$ cat config.mk
export PLATFORM = sky130hd
export DESIGN_NAME = utf8_text_folder
export DESIGN_NICKNAME = d
export VERILOG_FILES = /design/src/design/utf_pkg.sv /design/src/design/utf_front.sv /design/src/design/utf_queue.sv /design/src/design/utf_back.sv /design/src/design/utf8_text_folder.sv
export SDC_FILE = /design/constraint.sdc
export NUM_CORES = 1
export LEC_CHECK = 0
export ABC_AREA = 1
export ABC_CLOCK_PERIOD_IN_PS = 7200
export BUFFER_PORTS_ARGS = -buffer_cell sky130_fd_sc_hd__buf_2
export CORE_UTILIZATION = 57
export CTS_CLUSTER_DIAMETER = 60
export CTS_CLUSTER_SIZE = 28
export DETAILED_ROUTE_END_ITERATION = 7
export GPL_ROUTABILITY_DRIVEN = 0
export PLACE_DENSITY_LB_ADDON = 0.12
export SYNTH_ARGS = -nofsm -noshare
export SYNTH_HDL_FRONTEND = slang
export SYNTH_HIERARCHICAL = 1
export SYNTH_SLANG_ARGS = --single-unit
$ cat constraint.sdc
create_clock -name i_clk -period 7.2 [get_ports i_clk]
set_clock_uncertainty 0.2 [all_clocks]
set_input_delay 1.8 -clock i_clk [delete_from_list [all_inputs] [get_ports i_clk]]
set_output_delay 1.8 -clock i_clk [all_outputs]
set_load 0.05 [all_outputs]
$ cat src/design/utf_pkg.sv
// shared types, constants and decode functions for the utf8 text folder
package utf_pkg;

    typedef struct packed {
        logic [7:0] in_byte;
        logic       in_last;
    } t_in;

    typedef enum logic [1:0] {
        KIND_DATA  = 2'd0,
        KIND_DONE  = 2'd1,
        KIND_ERROR = 2'd2
    } t_kind;

    typedef struct packed {
        t_kind       res_kind;
        logic [7:0]  out_byte;
        logic [15:0] text_len;
        logic        res_last;
    } t_out;

    // one classified input byte: held space, up to four bytes, closing result
    typedef struct packed {
        logic            pre_space;
        logic [2:0]      n_bytes;
        logic [3:0][7:0] bytes;
        logic            has_fin;
        logic            fin_err;
        logic [15:0]     text_len;
    } t_job;

    typedef struct packed {
        logic full;
        logic empty;
    } t_qstat;

    localparam logic [15:0] CAP_RESET = 16'd256;
    localparam logic [7:0]  SPACE     = 8'h20;
    localparam logic [7:0]  LEAD_C3   = 8'hC3;
    localparam logic [7:0]  LEAD2_LO  = 8'hC2;
    localparam logic [7:0]  LEAD2_HI  = 8'hDF;
    localparam logic [7:0]  LEAD3_LO  = 8'hE0;
    localparam logic [7:0]  LEAD3_HI  = 8'hEF;
    localparam logic [7:0]  LEAD4_LO  = 8'hF0;
    localparam logic [7:0]  LEAD4_HI  = 8'hF4;
    localparam logic [7:0]  CONT_LO   = 8'h80;
    localparam logic [7:0]  CONT_HI   = 8'hBF;
    localparam logic [7:0]  ASCII_TOP = 8'h80;
    localparam logic [7:0]  CASE_OFS  = 8'h20;

    // unaccented base letter of a c3 trail byte, zero when there is none
    function automatic logic [7:0] base_letter(input logic [7:0] b);
        logic [7:0] lo;
        logic [7:0] r;
        lo = b & 8'hDF;
        r  = 8'h00;
        if (b >= CONT_LO && b <= CONT_HI) begin
            if (lo <= 8'h85)                     r = "a";
            else if (lo == 8'h87)                r = "c";
            else if (lo >= 8'h88 && lo <= 8'h8B) r = "e";
            else if (lo >= 8'h8C && lo <= 8'h8F) r = "i";
            else if (lo == 8'h91)                r = "n";
            else if (lo >= 8'h92 && lo <= 8'h96) r = "o";
            else if (lo >= 8'h99 && lo <= 8'h9C) r = "u";
        end
        return r;
    endfunction

    // cjk and full-width punctuation that folds to a space
    function automatic logic is_wide_mark(input logic [23:0] s);
        logic r;
        case (s)
            24'hE38080, 24'hE38081, 24'hE38082, 24'hE383BB, 24'hEFBC8C,
            24'hEFBC81, 24'hEFBC9F, 24'hEFBC9A, 24'hEFBC9B, 24'hE280A6: r = 1'b1;
            default: r = 1'b0;
        endcase
        return r;
    endfunction

    function automatic logic is_sep(input logic [7:0] c);
        logic r;
        case (c)
            " ", 8'h09, ",", ".", "!", "?", ";", ":", 8'h0A, 8'h0D, "-", 8'h27: r = 1'b1;
            default: r = 1'b0;
        endcase
        return r;
    endfunction

endpackage

$ cat src/design/utf_front.sv
// front end: byte decode, sequence tracking, space trimming, capacity check
module utf_front (
    input  logic           i_clk,
    input  logic           i_rst_n,
    input  logic           i_valid,
    input  utf_pkg::t_in   i_data,
    input  logic           i_cfg_we,
    input  logic [15:0]    i_cfg_data,
    input  logic           i_q_full,
    output logic           o_push,
    output utf_pkg::t_job  o_job
);

    logic [23:0] r_seq, n_seq;
    logic [1:0]  r_rem, n_rem;
    logic [2:0]  r_width, n_width;
    logic        r_lws, n_lws;
    logic        r_pend, n_pend;
    logic [15:0] r_count, n_count;
    logic        r_disc, n_disc;
    logic [15:0] r_cap;

    logic            acc;
    logic [7:0]      c;
    logic            last;
    logic            err;
    logic [2:0]      flen;
    logic [3:0][7:0] item;
    logic [7:0]      letter;
    logic            mark;
    logic [17:0]     need;
    logic [17:0]     need_sp;
    logic [17:0]     cap_x;
    utf_pkg::t_job   job;

    assign acc    = i_valid && !i_q_full;
    assign c      = i_data.in_byte;
    assign last   = i_data.in_last;
    assign letter = utf_pkg::base_letter(c);
    assign mark   = utf_pkg::is_wide_mark({r_seq[15:0], c});
    assign need    = {2'b00, r_count} + {15'd0, flen} + 18'd1;
    assign need_sp = {2'b00, r_count} + 18'd2;
    assign cap_x   = {2'b00, r_cap};

    always_comb begin
        n_seq   = r_seq;
        n_rem   = r_rem;
        n_width = r_width;
        n_lws   = r_lws;
        n_pend  = r_pend;
        n_count = r_count;
        n_disc  = r_disc;
        err     = 1'b0;
        flen    = 3'd0;
        item    = '0;
        job     = '0;
        if (r_disc) begin
            if (last) begin
                n_seq   = '0;
                n_rem   = '0;
                n_width = '0;
                n_lws   = 1'b1;
                n_pend  = 1'b0;
                n_count = '0;
                n_disc  = 1'b0;
            end
        end else begin
            err = (r_cap == 16'd0);
            if (!err && r_rem != 2'd0) begin
                if (r_width == 3'd2 && r_seq[7:0] == utf_pkg::LEAD_C3) begin
                    if (letter == 8'h00) begin
                        err = 1'b1;
                    end else begin
                        item[0] = letter;
                        flen    = 3'd1;
                    end
                    n_rem = 2'd0;
                end else if (c < utf_pkg::CONT_LO || c > utf_pkg::CONT_HI) begin
                    err = 1'b1;
                end else if (r_rem > 2'd1) begin
                    n_seq = {r_seq[15:0], c};
                    n_rem = r_rem - 2'd1;
                end else begin
                    n_rem = 2'd0;
                    unique case (r_width)
                        3'd3: begin
                            if (mark) begin
                                item[0] = utf_pkg::SPACE;
                                flen    = 3'd1;
                            end else begin
                                item[0] = r_seq[15:8];
                                item[1] = r_seq[7:0];
                                item[2] = c;
                                flen    = 3'd3;
                            end
                        end
                        3'd4: begin
                            item[0] = r_seq[23:16];
                            item[1] = r_seq[15:8];
                            item[2] = r_seq[7:0];
                            item[3] = c;
                            flen    = 3'd4;
                        end
                        default: begin
                            item[0] = r_seq[7:0];
                            item[1] = c;
                            flen    = 3'd2;
                        end
                    endcase
                end
            end else if (!err) begin
                if (c == 8'h00) begin
                    err = 1'b1;
                end else if (c < utf_pkg::ASCII_TOP) begin
                    flen = 3'd1;
                    if (c >= "A" && c <= "Z") begin
                        item[0] = c + utf_pkg::CASE_OFS;
                    end else if ((c >= "a" && c <= "z") || (c >= "0" && c <= "9")) begin
                        item[0] = c;
                    end else if (utf_pkg::is_sep(c)) begin
                        item[0] = utf_pkg::SPACE;
                    end else begin
                        err = 1'b1;
                    end
                end else if (c >= utf_pkg::LEAD2_LO && c <= utf_pkg::LEAD2_HI) begin
                    n_seq   = {16'd0, c};
                    n_width = 3'd2;
                    n_rem   = 2'd1;
                end else if (c >= utf_pkg::LEAD3_LO && c <= utf_pkg::LEAD3_HI) begin
                    n_seq   = {16'd0, c};
                    n_width = 3'd3;
                    n_rem   = 2'd2;
                end else if (c >= utf_pkg::LEAD4_LO && c <= utf_pkg::LEAD4_HI) begin
                    n_seq   = {16'd0, c};
                    n_width = 3'd4;
                    n_rem   = 2'd3;
                end else begin
                    err = 1'b1;
                end
            end

            if (!err && flen != 3'd0) begin
                if (flen == 3'd1 && item[0] == utf_pkg::SPACE) begin
                    // a space is only held; it goes out ahead of the next non-space
                    if (!r_lws) begin
                        if (need_sp > cap_x) begin
                            err = 1'b1;
                        end else begin
                            n_lws   = 1'b1;
                            n_pend  = 1'b1;
                            n_count = r_count + 16'd1;
                        end
                    end
                end else if (need > cap_x) begin
                    err = 1'b1;
                end else begin
                    job.pre_space = r_pend;
                    job.n_bytes   = flen;
                    job.bytes     = item;
                    n_pend        = 1'b0;
                    n_lws         = 1'b0;
                    n_count       = r_count + {13'd0, flen};
                end
            end

            // message ends inside a multi-byte sequence
            if (!err && last && n_rem != 2'd0) begin
                err = 1'b1;
            end

            if (err || last) begin
                if (err) begin
                    job         = '0;
                    job.fin_err = 1'b1;
                end else begin
                    job.text_len = n_count - {15'd0, n_pend};
                end
                job.has_fin = 1'b1;
                n_seq   = '0;
                n_rem   = '0;
                n_width = '0;
                n_lws   = 1'b1;
                n_pend  = 1'b0;
                n_count = '0;
                n_disc  = err && !last;
            end
        end
    end

    assign o_job  = job;
    assign o_push = acc && (job.pre_space || job.n_bytes != 3'd0 || job.has_fin);

    always_ff @(posedge i_clk) begin
        if (!i_rst_n) begin
            r_seq   <= '0;
            r_rem   <= '0;
            r_width <= '0;
            r_lws   <= 1'b1;
            r_pend  <= 1'b0;
            r_count <= '0;
            r_disc  <= 1'b0;
            r_cap   <= utf_pkg::CAP_RESET;
        end else begin
            if (acc) begin
                r_seq   <= n_seq;
                r_rem   <= n_rem;
                r_width <= n_width;
                r_lws   <= n_lws;
                r_pend  <= n_pend;
                r_count <= n_count;
                r_disc  <= n_disc;
            end
            if (i_cfg_we) begin
                r_cap <= i_cfg_data;
            end
        end
    end

endmodule

$ cat src/design/utf_queue.sv
// short job queue between front end and result expander
module utf_queue #(
    parameter int DEPTH = 4
) (
    input  logic            i_clk,
    input  logic            i_rst_n,
    input  logic            i_push,
    input  utf_pkg::t_job   i_job,
    input  logic            i_pop,
    output utf_pkg::t_job   o_head,
    output utf_pkg::t_qstat o_stat
);

    localparam int PW = (DEPTH > 1) ? $clog2(DEPTH) : 1;
    localparam int CW = $clog2(DEPTH + 1);

    utf_pkg::t_job r_mem [DEPTH];
    logic [PW-1:0] r_wr, n_wr;
    logic [PW-1:0] r_rd, n_rd;
    logic [CW-1:0] r_cnt;

    assign n_wr = (r_wr == PW'(DEPTH - 1)) ? '0 : r_wr + PW'(1);
    assign n_rd = (r_rd == PW'(DEPTH - 1)) ? '0 : r_rd + PW'(1);

    assign o_head       = r_mem[r_rd];
    assign o_stat.full  = (r_cnt == CW'(DEPTH));
    assign o_stat.empty = (r_cnt == '0);

    always_ff @(posedge i_clk) begin
        if (i_push) begin
            r_mem[r_wr] <= i_job;
        end
    end

    always_ff @(posedge i_clk) begin
        if (!i_rst_n) begin
            r_wr  <= '0;
            r_rd  <= '0;
            r_cnt <= '0;
        end else begin
            if (i_push) begin
                r_wr <= n_wr;
            end
            if (i_pop) begin
                r_rd <= n_rd;
            end
            if (i_push && !i_pop) begin
                r_cnt <= r_cnt + CW'(1);
            end else if (i_pop && !i_push) begin
                r_cnt <= r_cnt - CW'(1);
            end
        end
    end

endmodule

$ cat src/design/utf_back.sv
// back end: expands each job into results, one transfer per cycle while a job waits and i_stall is low
module utf_back (
    input  logic            i_clk,
    input  logic            i_rst_n,
    input  utf_pkg::t_job   i_head,
    input  utf_pkg::t_qstat i_qstat,
    input  logic            i_stall,
    output logic            o_pop,
    output logic            o_valid,
    output utf_pkg::t_out   o_data
);

    logic [2:0]    r_k;
    logic [2:0]    total;
    logic [2:0]    j;
    logic          load;
    logic          at_end;
    logic          r_valid;
    utf_pkg::t_out r_data;
    utf_pkg::t_out res;

    assign total  = {2'b00, i_head.pre_space} + i_head.n_bytes + {2'b00, i_head.has_fin};
    assign j      = r_k - {2'b00, i_head.pre_space};
    assign load   = !i_qstat.empty && (!r_valid || !i_stall);
    assign at_end = (r_k == total - 3'd1);
    assign o_pop  = load && at_end;

    always_comb begin
        res          = '0;
        res.res_kind = utf_pkg::KIND_DATA;
        if (i_head.pre_space && r_k == 3'd0) begin
            res.out_byte = utf_pkg::SPACE;
        end else if (j < i_head.n_bytes) begin
            res.out_byte = i_head.bytes[j[1:0]];
        end else begin
            res.res_last = 1'b1;
            if (i_head.fin_err) begin
                res.res_kind = utf_pkg::KIND_ERROR;
            end else begin
                res.res_kind = utf_pkg::KIND_DONE;
                res.text_len = i_head.text_len;
            end
        end
    end

    always_ff @(posedge i_clk) begin
        if (!i_rst_n) begin
            r_valid <= 1'b0;
            r_k     <= '0;
        end else if (load) begin
            r_valid <= 1'b1;
            r_k     <= at_end ? 3'd0 : r_k + 3'd1;
        end else if (!i_stall) begin
            r_valid <= 1'b0;
        end
    end

    always_ff @(posedge i_clk) begin
        if (load) begin
            r_data <= res;
        end
    end

    assign o_valid = r_valid;
    assign o_data  = r_data;

endmodule

$ cat src/design/utf8_text_folder.sv
// with an empty queue, a byte goes into the job queue, then its first result is registered
// throughput: one byte per cycle while the job queue has room; the result expander
// sends one result per cycle while i_stall is low, staying on a job until all its results go
// up to QUEUE_DEPTH classified bytes wait between decode and expander
// reset (synchronous, active low) clears message state and queue, capacity returns to 256
module utf8_text_folder #(
    parameter int QUEUE_DEPTH = 4
) (
    input  logic          i_clk,
    input  logic          i_rst_n,
    input  logic          i_valid,
    input  utf_pkg::t_in  i_data,
    output logic          o_stall,
    output logic          o_valid,
    output utf_pkg::t_out o_data,
    input  logic          i_stall,
    input  logic          i_cfg_we,
    input  logic [15:0]   i_cfg_data
);

    logic            push;
    logic            pop;
    utf_pkg::t_job   job;
    utf_pkg::t_job   head;
    utf_pkg::t_qstat q_stat;

    assign o_stall = q_stat.full;

    utf_front u_front (
        .i_clk      (i_clk),
        .i_rst_n    (i_rst_n),
        .i_valid    (i_valid),
        .i_data     (i_data),
        .i_cfg_we   (i_cfg_we),
        .i_cfg_data (i_cfg_data),
        .i_q_full   (q_stat.full),
        .o_push     (push),
        .o_job      (job)
    );

    utf_queue #(
        .DEPTH (QUEUE_DEPTH)
    ) u_queue (
        .i_clk   (i_clk),
        .i_rst_n (i_rst_n),
        .i_push  (push),
        .i_job   (job),
        .i_pop   (pop),
        .o_head  (head),
        .o_stat  (q_stat)
    );

    utf_back u_back (
        .i_clk   (i_clk),
        .i_rst_n (i_rst_n),
        .i_head  (head),
        .i_qstat (q_stat),
        .i_stall (i_stall),
        .o_pop   (pop),
        .o_valid (o_valid),
        .o_data  (o_data)
    );

    a_no_push_full: assert property (@(posedge i_clk) disable iff (!i_rst_n)
        q_stat.full |-> !push)
        else $error("job pushed into a full queue");

    a_pop_nonempty: assert property (@(posedge i_clk) disable iff (!i_rst_n)
        pop |-> !q_stat.empty)
        else $error("job popped from an empty queue");

    a_reset_quiet: assert property (@(posedge i_clk)
        !i_rst_n |=> !o_valid)
        else $error("result valid right after reset");

    a_last_kind: assert property (@(posedge i_clk) disable iff (!i_rst_n)
        o_valid |-> (o_data.res_last == (o_data.res_kind != utf_pkg::KIND_DATA)))
        else $error("last flag does not match result kind");

endmodule
Yosys cells after proc, flatten, opt, wreduce, memory -nomap -nowiden
Memory sizes are Yosys's and may differ from the RTL's. A register that Yosys moved wholly into a read port is not among the register bits.
Index checks and enable logic that the tools add are counted.
{"block": "totals", "output_inout_bits": 29, "regBits": 102, "memories": 1, "word_cells": 336, "input_bits": 30, "mem_bits_rw": 216}
{"block": "op_classes", "magnitude_cmp": 30, "mux": 159, "reduce_logical": 63, "bitwise": 1, "eq_ne": 47, "add_sub_neg": 17}
{"name": "u_queue.r_mem", "words": 4, "word_bits": 54, "read_ports": 1, "rd_ports_with_merged_regs": 1, "wr": 1, "line": "utf_queue.sv:17", "rtl": "utf_pkg::t_job r_mem [DEPTH];"}
{"op": "two-way mux 24 bit", "n": 15}
{"op": "== test 24 bit (second input constant)", "n": 10}
{"op": "two-way mux 16 bit", "n": 11}
{"op": "two-way mux 8 bit", "n": 19}
{"op": "two-way mux 36 bit", "n": 3}
{"op": "two-way mux 54 bit", "n": 2}
{"op": "== test 8 x 6 -> 1 bit (second input constant)", "n": 10}
{"op": "<= comparator 8 bit (second input constant)", "n": 9}
{"op": "greater-or-equal comparator 8 bit (second input constant)", "n": 8}
{"op": "two-way mux 32 bit", "n": 2}
{"op": "two-way mux 3 bit", "n": 21}
{"op": "two-way mux 1 bit", "n": 58}
{"op": "two-way mux 2 bit", "n": 20}
{"op": "two-way mux 38 bit", "n": 1}
{"op": "greater-than comparator 18 x 16 -> 1 bit", "n": 2}
{"op": "case mux 16 bit (2 select lines)", "n": 1}
{"op": "logical AND 1 bit", "n": 25}
{"op": "== test 8 x 4 -> 1 bit (second input constant)", "n": 3}
{"op": "adder 18 x 1 -> 18 bit (second input constant)", "n": 1}
{"op": "adder 16 x 2 -> 17 bit (second input constant)", "n": 1}
{"op": "adder 16 x 3 -> 17 bit", "n": 1}
{"op": "adder 16 x 1 -> 16 bit (second input constant)", "n": 1}
{"op": "adder 16 x 3 -> 16 bit", "n": 1}
{"op": "binary-select mux 8 bit (select 2 bit)", "n": 1}
{"op": "other kinds (52)", "n": 91}

Longest topological paths before layout
Gate-level depths: netlist of run 1.
{"block": "depth", "word_depth": 39, "ltp_mapped": 47, "mapped_depth_nobuf": 45}

Cells and area by module
Netlist of run 1, hierarchy kept.
{"mod": "utf_queue", "area_each_um2": 8443.1, "seq_area_each_um2": 6666.4, "cells_per_inst": 581, "n_inst": 1}
{"mod": "utf_front", "area_each_um2": 8220.4, "seq_area_each_um2": 1281.2, "cells_per_inst": 1466, "n_inst": 1}
{"mod": "utf_back", "area_each_um2": 1820.5, "seq_area_each_um2": 890.9, "cells_per_inst": 203, "n_inst": 1}

Worst setup path before layout of run 1
No wires, ideal clock.
{"block": "synth_path", "path_kind": "input to register", "start": "input i_data[1] in the netlist's numbering", "end": "memory u_queue/r_mem[0][0] in the netlist's numbering (enable)", "slack_ns": -0.447, "cell_stages": 37, "required_ns": 6.592, "arrival_time_ns": 7.039, "path_buffers": 2, "setup_time_ns": 0.408, "path_cell_list": "buf_2 -> nor2_1 -> nand2_1 -> nand2_1 -> nand3_2 -> nand2_1 -> nor2_1 -> nand2_2 -> nand2_2 -> nand2_1 -> nand2_1 -> nand2_1 -> nand2_1 -> ha_1 -> fa_1 -> o21ai_0 -> nand2_1 -> nor2_1 -> xor2_1 -> ha_1 -> nand2_1 -> nor2_1 -> nand4_1 -> nor2_1 -> nor2_1 -> o31ai_1 -> nand2_1 -> nand2_1 -> inv_1 -> nand2_1 -> nand2_2 -> buf_6 -> nand2_1 -> nand2_1 -> a21oi_1 -> nand2_1 -> inv_1"}
{"block": "synth_via", "elab_chain_len": 37, "elab_cells_between_ends": 168, "classes_between": "add/sub: 3; order compare: 26; eq/ne: 26; mux: 83; reduce/logical: 30"}
{"item": "start: declaration", "line": "utf8_text_folder.sv:12", "rtl": "input utf_pkg::t_in i_data,"}
{"item": "greater-or-equal comparator 8 bit, or another cell as far along", "line": "utf_pkg.sv:64", "rtl": "else if (lo >= 8'h99 && lo <= 8'h9C) r = \"u\";"}
{"item": "logical AND 1 bit or OR reduction 12 bit (tied branches)", "line": "utf_pkg.sv:64, utf_pkg.sv:82"}
{"item": "two-way mux 7 bit or two-way mux 1 bit (tied branches)", "line": "utf_pkg.sv:64, utf_pkg.sv:82"}
{"item": "two-way mux 8 bit or two-way mux 1 bit (tied branches)", "line": "utf_pkg.sv:63, utf_front.sv:118"}
{"item": "two-way mux 8 bit or two-way mux 1 bit (tied branches)", "line": "utf_pkg.sv:62, utf_front.sv:116"}
{"item": "two-way mux 8 bit or two-way mux 1 bit (tied branches)", "line": "utf_pkg.sv:61, utf_front.sv:114"}
{"item": "two-way mux 8 bit or two-way mux 1 bit (tied branches)", "line": "utf_pkg.sv:60, utf_front.sv:112"}
{"item": "two-way mux 8 bit or two-way mux 1 bit (tied branches)", "line": "utf_pkg.sv:59, utf_front.sv:111"}
{"item": "(+22 left out)"}
{"item": "two-way mux 54 bit (*)", "line": "utf_front.sv:57", "rtl": "if (r_disc) begin"}
{"item": "nonzero test 3 bit", "line": "utf_front.sv:191", "rtl": "assign o_push = acc && (job.pre_space || job.n_bytes != 3'd0 || job.has_fin);"}
{"item": "logical OR 1 bit", "line": "utf_front.sv:191"}
{"item": "logical OR 1 bit (*)", "line": "utf_front.sv:191"}
{"item": "logical AND 1 bit (*)", "line": "utf_front.sv:191"}
{"item": "net push", "line": "utf8_text_folder.sv:21", "rtl": "logic push;"}
{"item": "two-way mux 1 bit (*)", "line": "utf_queue.sv:30", "rtl": "if (i_push) begin"}
{"item": "two-way mux 1 bit (implied by the code) (*)", "line": "utf_queue.sv:31", "rtl": "r_mem[r_wr] <= i_job;"}
{"item": "end: declaration", "line": "utf_queue.sv:17"}
The timed path passes the listed nets; every way through them passes the cells marked *. The select of a mux whose other input is x is not followed.

==> impl_metrics.ini, run 1 <==
[outcome]
status = finished, final reports clean

[global_routing]
grt-ovfl-total = 0
grt_max_degree = 109
antenna_found_initial = 0
track_usage_pct = 29.6
grt_pass1_vias = 15100
grt_pass1_wl_um = 78500

[sta]
worst_pin_slew_ps = 1230
finalHoldViolCount = 0
setup_viol_count_final = 0
final.setup.tns_ps = 0
maxSlewViolCount = 0
max_slew_margin_pct = 17.9
max_clock_freq_ghz = 0.145
setup_slack_ps = 325
post-route-period-util_pct = 95.5
finalCriticalPeriod_ps = 6870
hold_slack_ps = 294

[pwr]
leakage_nw = 8.72
switching_share_pct = 39.9
power.switching_w = 0.00249
vdd_drop_max_v = 0.000275
pwr-share-clk_pct = 26.5
power.density_mw_per_mm2 = 300
seq_power_share_pct = 38.7
p_comb_share_pct = 34.8
p_int_w = 0.00376

[detailed_routing]
wirelength_um = 48500
antenna_left = 0
post_drt_wl_per_cell_um = 17.5
drt_iter0_drc = 1356
drc = 0
firstDrtPassIters = 5
avgViaCountPerCell = 5.74
num_vias = 15900

[critical_path]
critPathRequiredTime_ps = 7320
r2r_cells = 33
critPathTopFamily = simple AND/OR/NAND/NOR gates
crit_path_end_kind = flip-flop
r2r_slack_ps = 950
crit_fanout = 7
cp_num_buf_inv = 4
crit_type = input port to flip-flop
r2r-end = u_queue/r_mem[3][8]
critical_path_depth = 38
cp.arrival_ps = 6990
cp_slowest_cell = fa_1
cp-start-kind = input port
crit_path_frequent_cell = nand2_1
reg2reg_from = u_front/r_cap[13]
cp_slowest_stage_delay_ps = 410

[final_layout]
final_util_pct = 65.7
finalNetCount = 2445
drive_gt1_share_pct = 14.2
fillers = 2678
areaGrowthSynthToFinish_pct = 12.7
layout_commonest_cell = nand2_1
layout_common_cells = 424 x nand2_1, 405 x nor2_1, 243 x edfxtp_1, 200 x inv_1, 197 x o21ai_0

[logic_synthesis]
netlist_area_mm2 = 0.0185
syn_inst = 2250
syn_nets = 2344
ys_top_cells_by_area = edfxtp_1 39%, nand2_1 8.7%, nor2_1 8.5%
async_flop_share_pct = 0
synth.top_cell.area_share_pct = 39.5
yosys_warnings = 6
ys_seq_elements = 320
synthFlopType = edfxtp_1
synth_top_area_cell = edfxtp_1
syn_area_per_cell_um2 = 8.22
synth-seq-area-share_pct = 47.8
synth.distinct_cells = 60
synth-edff-count = 243

[min_path]
hold_start = u_front/r_pend
min_path_type = flip-flop to flip-flop
min_to = u_front/r_pend
hold_depth = 2

[floorplanning]
fp.dieW_um = 182
io_pins = 59
start_util_pct = 58.3
core_area_mm2 = 0.0317
die_h_um = 182
placementRows = 65
die_area_mm2 = 0.0332

[clock_network]
clk_latency_ps = 580
numCtsBuffers = 28
h-tree-depth = 1
clkTransAtPathRegs_ps = 80
clockBufferDepth = 3
cts_sinks = 320
clockRootBuffer = clkbuf_16
cts_tree = done

[placement]
dp_hpwl_um = 33900
port_buffers = 58
pre_cts_ws_ps = -336

[flow_run]
maxCapViolations = 0
==> worst max-delay path by stage <==
stage | startpoint | to | slack [ps]
3_5_place_dp | i_data[2] | u_queue/r_mem[1][10] | -340
5_1_grt | i_data[2] | u_queue/r_mem[3][8] | -40
3_3_place_gp | i_data[2] | u_queue/r_mem[2][10] | -60
2_1_floorplan | i_data[1] | u_queue/r_mem[3][0] | 30
6_report | i_data[4] | u_queue/r_mem[3][8] | 330
4_1_cts | i_data[2] | u_queue/r_mem[1][10] | 230
==> registers in the layout (all words and copies together) (netlist names), named ones only <==
name / flops
u_queue/r_mem: 216
u_back/o_data: 27
u_front/r_seq: 24
u_front/r_cap: 16
u_front/r_count: 16
u_back/r_k: 3
u_front/r_width: 3
u_queue/r_cnt: 3
u_front/r_rem: 2
u_queue/r_rd: 2
u_queue/r_wr: 2
u_back/o_valid: 1
u_front/r_disc: 1
u_front/r_lws: 1
u_front/r_pend: 1
==> layout make-up <==
cell class                 count  area (um2)  share of cell area, %
clock buffer                  30         729                   3.50
tap                          402         503                   2.41
antenna                        1        2.50                 0.0120
inverter                     231         895                   4.29
multi-input combinational   1595        8270                   39.7
timing repair buffer         175        1270                   6.12
sequential                   320        8840                   42.4
clock inverter                22         314                   1.51
==> cell usage after synthesis (2+ instances only) <==
master	number
inv_4	3
buf_6	11
nand2_1	427
fa_1	4
nor2_2	9
a211oi_1	2
o221ai_1	2
nor3_1	21
a21oi_1	105
or2_2	2
o21ai_0	200
buf_4	11
o21ai_2	2
nand3b_1	6
edfxtp_1	243
o21a_1	4
ha_1	60
nand3_1	59
o22ai_1	63
a32oi_1	7
dfxtp_1	77
nor2_1	418
nand4_2	2
a31oi_1	4
buf_2	42
inv_1	206
inv_2	16
nand2_4	3
o21ai_1	22
nor2_4	15
xor2_1	56
buf_1	4
and2_1	2
clkbuf_2	7
clkbuf_1	28
nand4_1	49
o211ai_1	7
nand2_2	11
nand3_2	7
nor4_1	8
xnor2_1	2
clkinv_1	5
==> cells by family (layout without fill, tap and decap cells) <==
kind of cell	Yosys count	count (layout)	share of synthesized area (%)
adders and majority gates	64	64	4.49
xor gates and xnor gates	58	58	2.75
and+or+nand+nor	1045	1045	24.4
other	1	2	0.0203
DFF	320	320	47.8
buffers and inverters	335	458	7.96
AOI/OAI and AO/OA	427	427	12.6
==> routing by layer <==
layer  track usage, %  part of all wire (%)
met3             3.05                   7.5
met4             9.45                   2.9
met5                0                     0
met2             48.6                    46
met1             41.3                    44
==> through the flow <==
| stage | instance area, um2 | std cells | power, W |
|---|---|---|---|
| 2_1_floorplan | 18500 | 2250 | 0.00405 |
| 3_3_place_gp | 19700 | 2722 | 0.00456 |
| 3_5_place_dp | 19700 | 2722 | 0.00460 |
| 4_1_cts | 20700 | 2774 | 0.00626 |
| 5_1_grt | 20800 | 2775 | 0.00660 |
| 6_report | 20800 | 2776 | 0.00625 |
==> power by group through the flow <==
stage | registers (W) | clock network, W | logic [W]
2_1_floorplan | 0.00272 | 0 | 0.00133
3_3_place_gp | 0.00245 | 0 | 0.00211
3_5_place_dp | 0.00246 | 0 | 0.00215
4_1_cts | 0.00242 | 0.00169 | 0.00216
5_1_grt | 0.00244 | 0.00175 | 0.00240
6_report | 0.00242 | 0.00166 | 0.00218
==> what timing repair did <==
action / in CTS / in global routing
hold buffers: 0 / 0
buffers inserted: 0 / 1
gates resized for setup: 0 / 34
endpoints found under the setup margin: 0 / 273
==> worst register-to-register path: cells and delay by family, from the launching register on <==
family	cells	cell delay, ps
adders and majority gates	5	1340
AOI/OAI and AO/OA	6	1380
DFF	1	300
xor gates and xnor gates	2	410
buffers and inverters	3	360
and+or+nand+nor	17	2020
Power figures use the tool's default switching activity.
==> run 2, diff against run 1 <==
ABC_AREA = not set   (was 1)
==> impl_metrics.ini, run 2 <==
[outcome]
status = complete, but fails checks
violations = DRC, setup timing

[final_layout]
areaGrowthSynthToFinish_pct = 21.0
fillers = 2050
layout_commonest_cell = edfxtp_1
stdcell_area_mm2 = 0.0205
multiInputGateArea_mm2 = 0.00806
drive_gt1_share_pct = 30.1
largest_reg_flops = 216
regMostFlops = u_queue/r_mem
finalNetCount = 1696
layout_common_cells = 243 x edfxtp_1, 181 x buf_4, 104 x nor2_1, 75 x dfxtp_1, 74 x nand2_1
regArea_mm2 = 0.00884

[placement]
dpl-instance-area_mm2 = 0.0189
dp_hpwl_um = 29800
port_buffers = 58

[logic_synthesis]
synth_top_area_cell = edfxtp_1
ys_top_cells_by_area = edfxtp_1 43%, dfxtp_1 9.1%, mux4_2 7.6%
syn_nets = 1499
synthFlopType = edfxtp_1
synth_common_cells = 243 x edfxtp_1, 118 x nor2_1, 79 x nand2_1
async_flop_share_pct = 0
netlist_area_mm2 = 0.0170
synth-seq-area-share_pct = 52.1
syn_area_per_cell_um2 = 12.1
synth-edff-count = 243
yosysMostFrequentCell = edfxtp_1
synth.distinct_cells = 105
ys_seq_elements = 320
syn_inst = 1405
yosys_warnings = 6
synth.top_cell.area_share_pct = 43.0

[clock_network]
clkTransAtPathRegs_ps = 70
cts_tree = done
clockRootBuffer = clkbuf_16
clockBufferDepth = 3
hold_buffers = 0
clk_latency_ps = 560
numCtsBuffers = 26
h-tree-depth = 1
cts_sinks = 320

[pwr]
vdd_drop_max_v = 0.000221
p_comb_share_pct = 30.3
power.density_mw_per_mm2 = 267
power.switching_w = 0.00185
pwr-share-clk_pct = 26.7
leakage_nw = 7.64
p_int_w = 0.00363
seq_power_share_pct = 43.0
power.total_w = 0.00548
switching_share_pct = 33.7

[global_routing]
track_usage_pct = 28.1
grt-ovfl-total = 0
antenna_found_initial = 0
grt_pass1_vias = 12200
grt_pass1_wl_um = 67000
grt_max_degree = 38

[sta]
maxSlewViolCount = 0
max_clock_freq_ghz = 0.132
worst_pin_slew_ps = 1020
max_slew_margin_pct = 31.7
finalHoldViolCount = 0
setup_slack_ps = -363
rsz0062_at_grt = yes
finalCriticalPeriod_ps = 7560
post-route-period-util_pct = 105
setup_viol_count_final = 53

[detailed_routing]
avgViaCountPerCell = 6.24
post_drt_wl_per_cell_um = 21.2
firstDrtPassIters = 8
drt_iter0_drc = 1368
num_vias = 12500
wirelength_um = 42600
antenna_left = 0
drc = 17

[critical_path]
cp.arrival_ps = 7650
cp_slowest_stage_delay_ps = 400
crit_path_end_kind = flip-flop
crit_fanout = 6
cp-start-kind = input port
critPathRequiredTime_ps = 7280
cp_slowest_cell = o41a_1
crit_type = input port to flip-flop
crit_path_frequent_cell = buf_6

[min_path]
min_path_type = flip-flop to flip-flop

[floorplanning]
io_pins = 59
die_area_mm2 = 0.0305
placementRows = 62
core_area_mm2 = 0.0290
fp.dieW_um = 175
die_h_um = 175
start_util_pct = 58.5

[flow_run]
maxCapViolations = 0
==> run 2: cell types whose count changed in the layout (fill, tap and decap cells not counted), moves of 23 or more <==
cell | before | now
o22ai_1 | 63 | 7
o21ai_0 | 197 | 36
nand4_1 | 49 | 23
inv_1 | 200 | 50
nand3_1 | 57 | 27
mux4_2 | 0 | 57
nor2_1 | 405 | 104
buf_4 | 108 | 181
xor2_1 | 56 | 21
a21oi_1 | 102 | 45
xnor2_1 | 2 | 25
and2_1 | 2 | 34
nand2_1 | 424 | 74
==> run 2: metal layers <==
| layer | track usage, % | wire [um] | vias to the layer above |
|---|---|---|---|
| met5 | 0 | 0 | - |
| li1 | - | - | 5783 |
| met1 | 39.0 | 18200 | 6116 |
| met4 | 7.17 | 1130 | 0 |
| met3 | 4.59 | 3100 | 100 |
| met2 | 46.2 | 20200 | 529 |
==> run 2: repair_timing <==
| action | 4_1_cts | 5_1_grt |
|---|---|---|
| setup endpoints to repair | 53 | 301 |
| pin swaps | 37 | 18 |
| endpoints found under the hold margin | 0 | 0 |
| resized for setup | 66 | 46 |
| setup buffers | 13 | 14 |
==> run 2: final cells by class <==
class | count | area share, %
Tap cell | 384 | 2.34
Clock inverter | 20 | 1.17
Inverter | 54 | 1.01
Sequential cell | 320 | 43.1
Multi-Input combinational cell | 939 | 39.2
Antenna cell | 1 | 0.0122
Timing Repair Buffer | 261 | 10.0
Clock buffer | 28 | 3.20
==> run 2: power groups by stage <==
stage,clock network [W],logic [W],registers (W)
6_report,0.00147,0.00166,0.00236
3_5_place_dp,0,0.00162,0.00240
2_1_floorplan,0,0.000997,0.00262
3_3_place_gp,0,0.00159,0.00239
4_1_cts,0.00150,0.00165,0.00236
5_1_grt,0.00156,0.00177,0.00238
==> run 2: cell families (layout without fill, tap and decap cells) <==
kind of cell    Yosys count  after routing  share of synthesized area, %
compound gates          277            277                          11.7
xor+xnor                 55             55                          2.88
fa+ha+maj                65             65                          4.95
buf+inv                 146            363                          4.09
flops                   320            320                          52.1
mux                      86             86                          9.76
other cells               1              2                        0.0221
simple gates            455            455                          14.5
==> run 2: critical path, delay by kind of cell <==
kind            cells  cell delay (ps)
simple gates        8             1350
buf+inv             8             1010
compound gates     13             2190
fa+ha+maj           5             1140
xor+xnor            1              150
==> run 2: stage by stage <==
step | std cells | util, % | setup WS [ps] | hold slack [ps] | TNS (ps)
final | 2007 | 70.8 | -363 | 274 | -14110
after global routing | 2006 | 70.8 | -606 | 283 | -33200
after CTS | 1994 | 69.7 | -336 | 276 | -9760
after detailed placement | 1935 | 65.3 | -1080 | 259 | -174930
after global placement | 1935 | 65.3 | -907 | 254 | -139220
after floorplan | 1405 | - | -693 | 236 | -96770
==> run 2: path summary, 6_finish.rpt <==
| path | to | cells after the start | slack, ps | start |
|---|---|---|---|---|
| max | u_queue/r_mem[3][12] | 35 | -360 | i_data[2] |
| min | u_front/r_seq[16] | 1 | 270 | u_front/r_seq[16] |
| max reg2reg | u_queue/r_mem[3][12] | 32 | 230 | u_front/r_seq[0] |
| min reg2reg | u_front/r_seq[16] | 1 | 270 | u_front/r_seq[16] |
==> run 3, diff against run 2 <==
SYNTH_HIERARCHICAL = not set   (was 1)
==> impl_metrics.ini, run 3 <==
[clock_network]
numCtsBuffers = 26
clockBufferDepth = 3
clkTransAtPathRegs_ps = 90
cts_sinks = 320
h-tree-depth = 1
cts_tree = done
hold_buffers = 0
clk_latency_ps = 550
clockRootBuffer = clkbuf_16

[detailed_routing]
antenna_left = 0
wirelength_um = 44700
post_drt_wl_per_cell_um = 20.7
drc = 0
firstDrtPassIters = 5
num_vias = 13200
drt_iter0_drc = 1205
avgViaCountPerCell = 6.12

[critical_path]
r2r_slack_ps = -500
r2r_cells = 34
cp_slowest_stage_delay_ps = 570
crit_path_frequent_cell = nor3_2
r2r-end = u_queue.r_mem[3][13]
reg2reg_from = u_front.r_seq[10]
critPathRequiredTime_ps = 7380
crit_type = input port to flip-flop
crit_path_end_kind = flip-flop
crit_fanout = 5
cp-start-kind = input port
cp_slowest_cell = or4_4
cp.arrival_ps = 8900

[logic_synthesis]
netlist_area_mm2 = 0.0171
syn_area_per_cell_um2 = 11.9
yosysMostFrequentCell = edfxtp_1
synth.distinct_cells = 96
synth_top_area_cell = edfxtp_1
synth-seq-area-share_pct = 51.6
synth.top_cell.area_share_pct = 42.6
async_flop_share_pct = 0
synthFlopType = edfxtp_1
synth_common_cells = 243 x edfxtp_1, 86 x nor2_1, 77 x dfxtp_1
ys_top_cells_by_area = edfxtp_1 43%, dfxtp_1 9.0%, mux4_2 8.2%
syn_inst = 1438
yosys_warnings = 0
ys_seq_elements = 320
synth-edff-count = 243

[outcome]
status = complete, but fails checks
violations = setup timing

[final_layout]
layout_common_cells = 279 x buf_4, 243 x edfxtp_1, 78 x nor2_1, 76 x nand2_1, 75 x dfxtp_1
drive_gt1_share_pct = 33.2
areaGrowthSynthToFinish_pct = 26.4
largest_reg_flops = 216
regMostFlops = u_queue.r_mem
n_antenna_cell = 0
finalNetCount = 1838
stdcell_area_mm2 = 0.0216
layout_commonest_cell = buf_4

[sta]
rsz0062_at_grt = yes
maxSlewViolCount = 0
max_clock_freq_ghz = 0.115
max_slew_margin_pct = 16.4
post-route-period-util_pct = 121
setup_slack_ps = -1520
finalCriticalPeriod_ps = 8720
hold_slack_ps = 291
finalHoldViolCount = 0
worst_pin_slew_ps = 1250
setup_viol_count_final = 464

[flow_run]
maxCapViolations = 0

[global_routing]
grt-ovfl-total = 0
antenna_found_initial = 0
grt_pass1_wl_um = 69700
grt_max_degree = 55
grt_pass1_vias = 12800
track_usage_pct = 29.2

[floorplanning]
placementRows = 63
start_util_pct = 57.9
core_area_mm2 = 0.0296
die_h_um = 175
fp.dieW_um = 175
die_area_mm2 = 0.0307
io_pins = 59

[pwr]
power.density_mw_per_mm2 = 243
leakage_nw = 8.13
vdd_drop_max_v = 0.000218

[placement]
dpl-instance-area_mm2 = 0.0198
port_buffers = 58
dp_hpwl_um = 30300

[min_path]
min_to = u_front.r_seq[17]
hold_depth = 1
hold_start = u_front.r_seq[17]
min_path_type = flip-flop to flip-flop
## run 3: critical path: cells and delay by family
kind                     cells  cell delay (ps)
XOR/XNOR                     1              100
AO/OA/AOI/OAI               12             2350
buffers and inverters        4              440
multiplexers                 1              160
AND/OR/NAND/NOR             13             3080
adder cells (fa/ha/maj)      3              940
## run 3: timing repair
action / 4_1_cts / 5_1_grt
pin swaps: 31 / 26
setup endpoints to repair: 472 / 481
cloned: 4 / 0
setup buffers: 31 / 11
endpoints found under the hold margin: 0 / 0
gates resized for setup: 59 / 37
## run 3: layout make-up
type / count / area [um2]
clock buffers: 27 / 676
well taps: 390 / 488
fillers: 1991 / 7920
flip-flops and latches: 320 / 8840
repair buffers: 366 / 2930
inverters: 57 / 214
clock inverters: 21 / 307
multi-input cells: 973 / 8180
## run 3: kinds of logic after synthesis
| logic type | count (synthesis) | synth area share, % |
|---|---|---|
| other | 1 | 0.0219 |
| AND/OR/NAND/NOR | 481 | 15.6 |
| multiplexers | 89 | 9.76 |
| flip-flops | 320 | 51.6 |
| XOR/XNOR | 63 | 3.27 |
| buffers and inverters | 148 | 3.49 |
| AO/OA/AOI/OAI | 272 | 11.4 |
| adder cells (fa/ha/maj) | 64 | 4.85 |
## run 3: per-layer routing
layer | global-route usage (%) | up-vias | share of wire (%)
li1 | - | 6101 | -
met1 | 39.9 | 6453 | 42
met2 | 49.7 | 539 | 49
met3 | 3.55 | 81 | 6.8
met4 | 7.17 | 0 | 2.2
met5 | 0 | - | 0
## run 3: where the power goes
| part | switching (W) | internal [W] |
|---|---|---|
| Clock | 0.000777 | 0.000788 |
| Sequential | 0.0000788 | 0.00224 |
| Combinational | 0.000851 | 0.000520 |
| Total | 0.00171 | 0.00355 |
## run 3: worst max path at each step
stage / startpoint / endpoint / depth (start not counted)
finish: i_data[1] / u_queue.r_mem[3][13] / 34
global route: i_data[1] / u_queue.r_mem[2][13] / 34
CTS: i_data[1] / u_queue.r_mem[1][13] / 32
detailed placement: i_data[1] / u_queue.r_mem[0][12] / 36
global placement: i_data[1] / u_queue.r_mem[0][13] / 34
floorplan: i_data[4] / u_queue.r_mem[0][13] / 34
## run 3: stage by stage
step | setup TNS, ps | worst slack, ps | utilization [%] | total power, W | instances
after floorplan | -330970 | -1760 | - | 0.00326 | 1441
after global routing | -453530 | -1830 | 73.2 | 0.00545 | 2154
after CTS | -282220 | -1360 | 72.4 | 0.00526 | 2145
final | -315600 | -1520 | 73.2 | 0.00525 | 2154
after detailed placement | -584830 | -2190 | 66.9 | 0.00368 | 2062
after global placement | -541300 | -2030 | 66.9 | 0.00364 | 2062
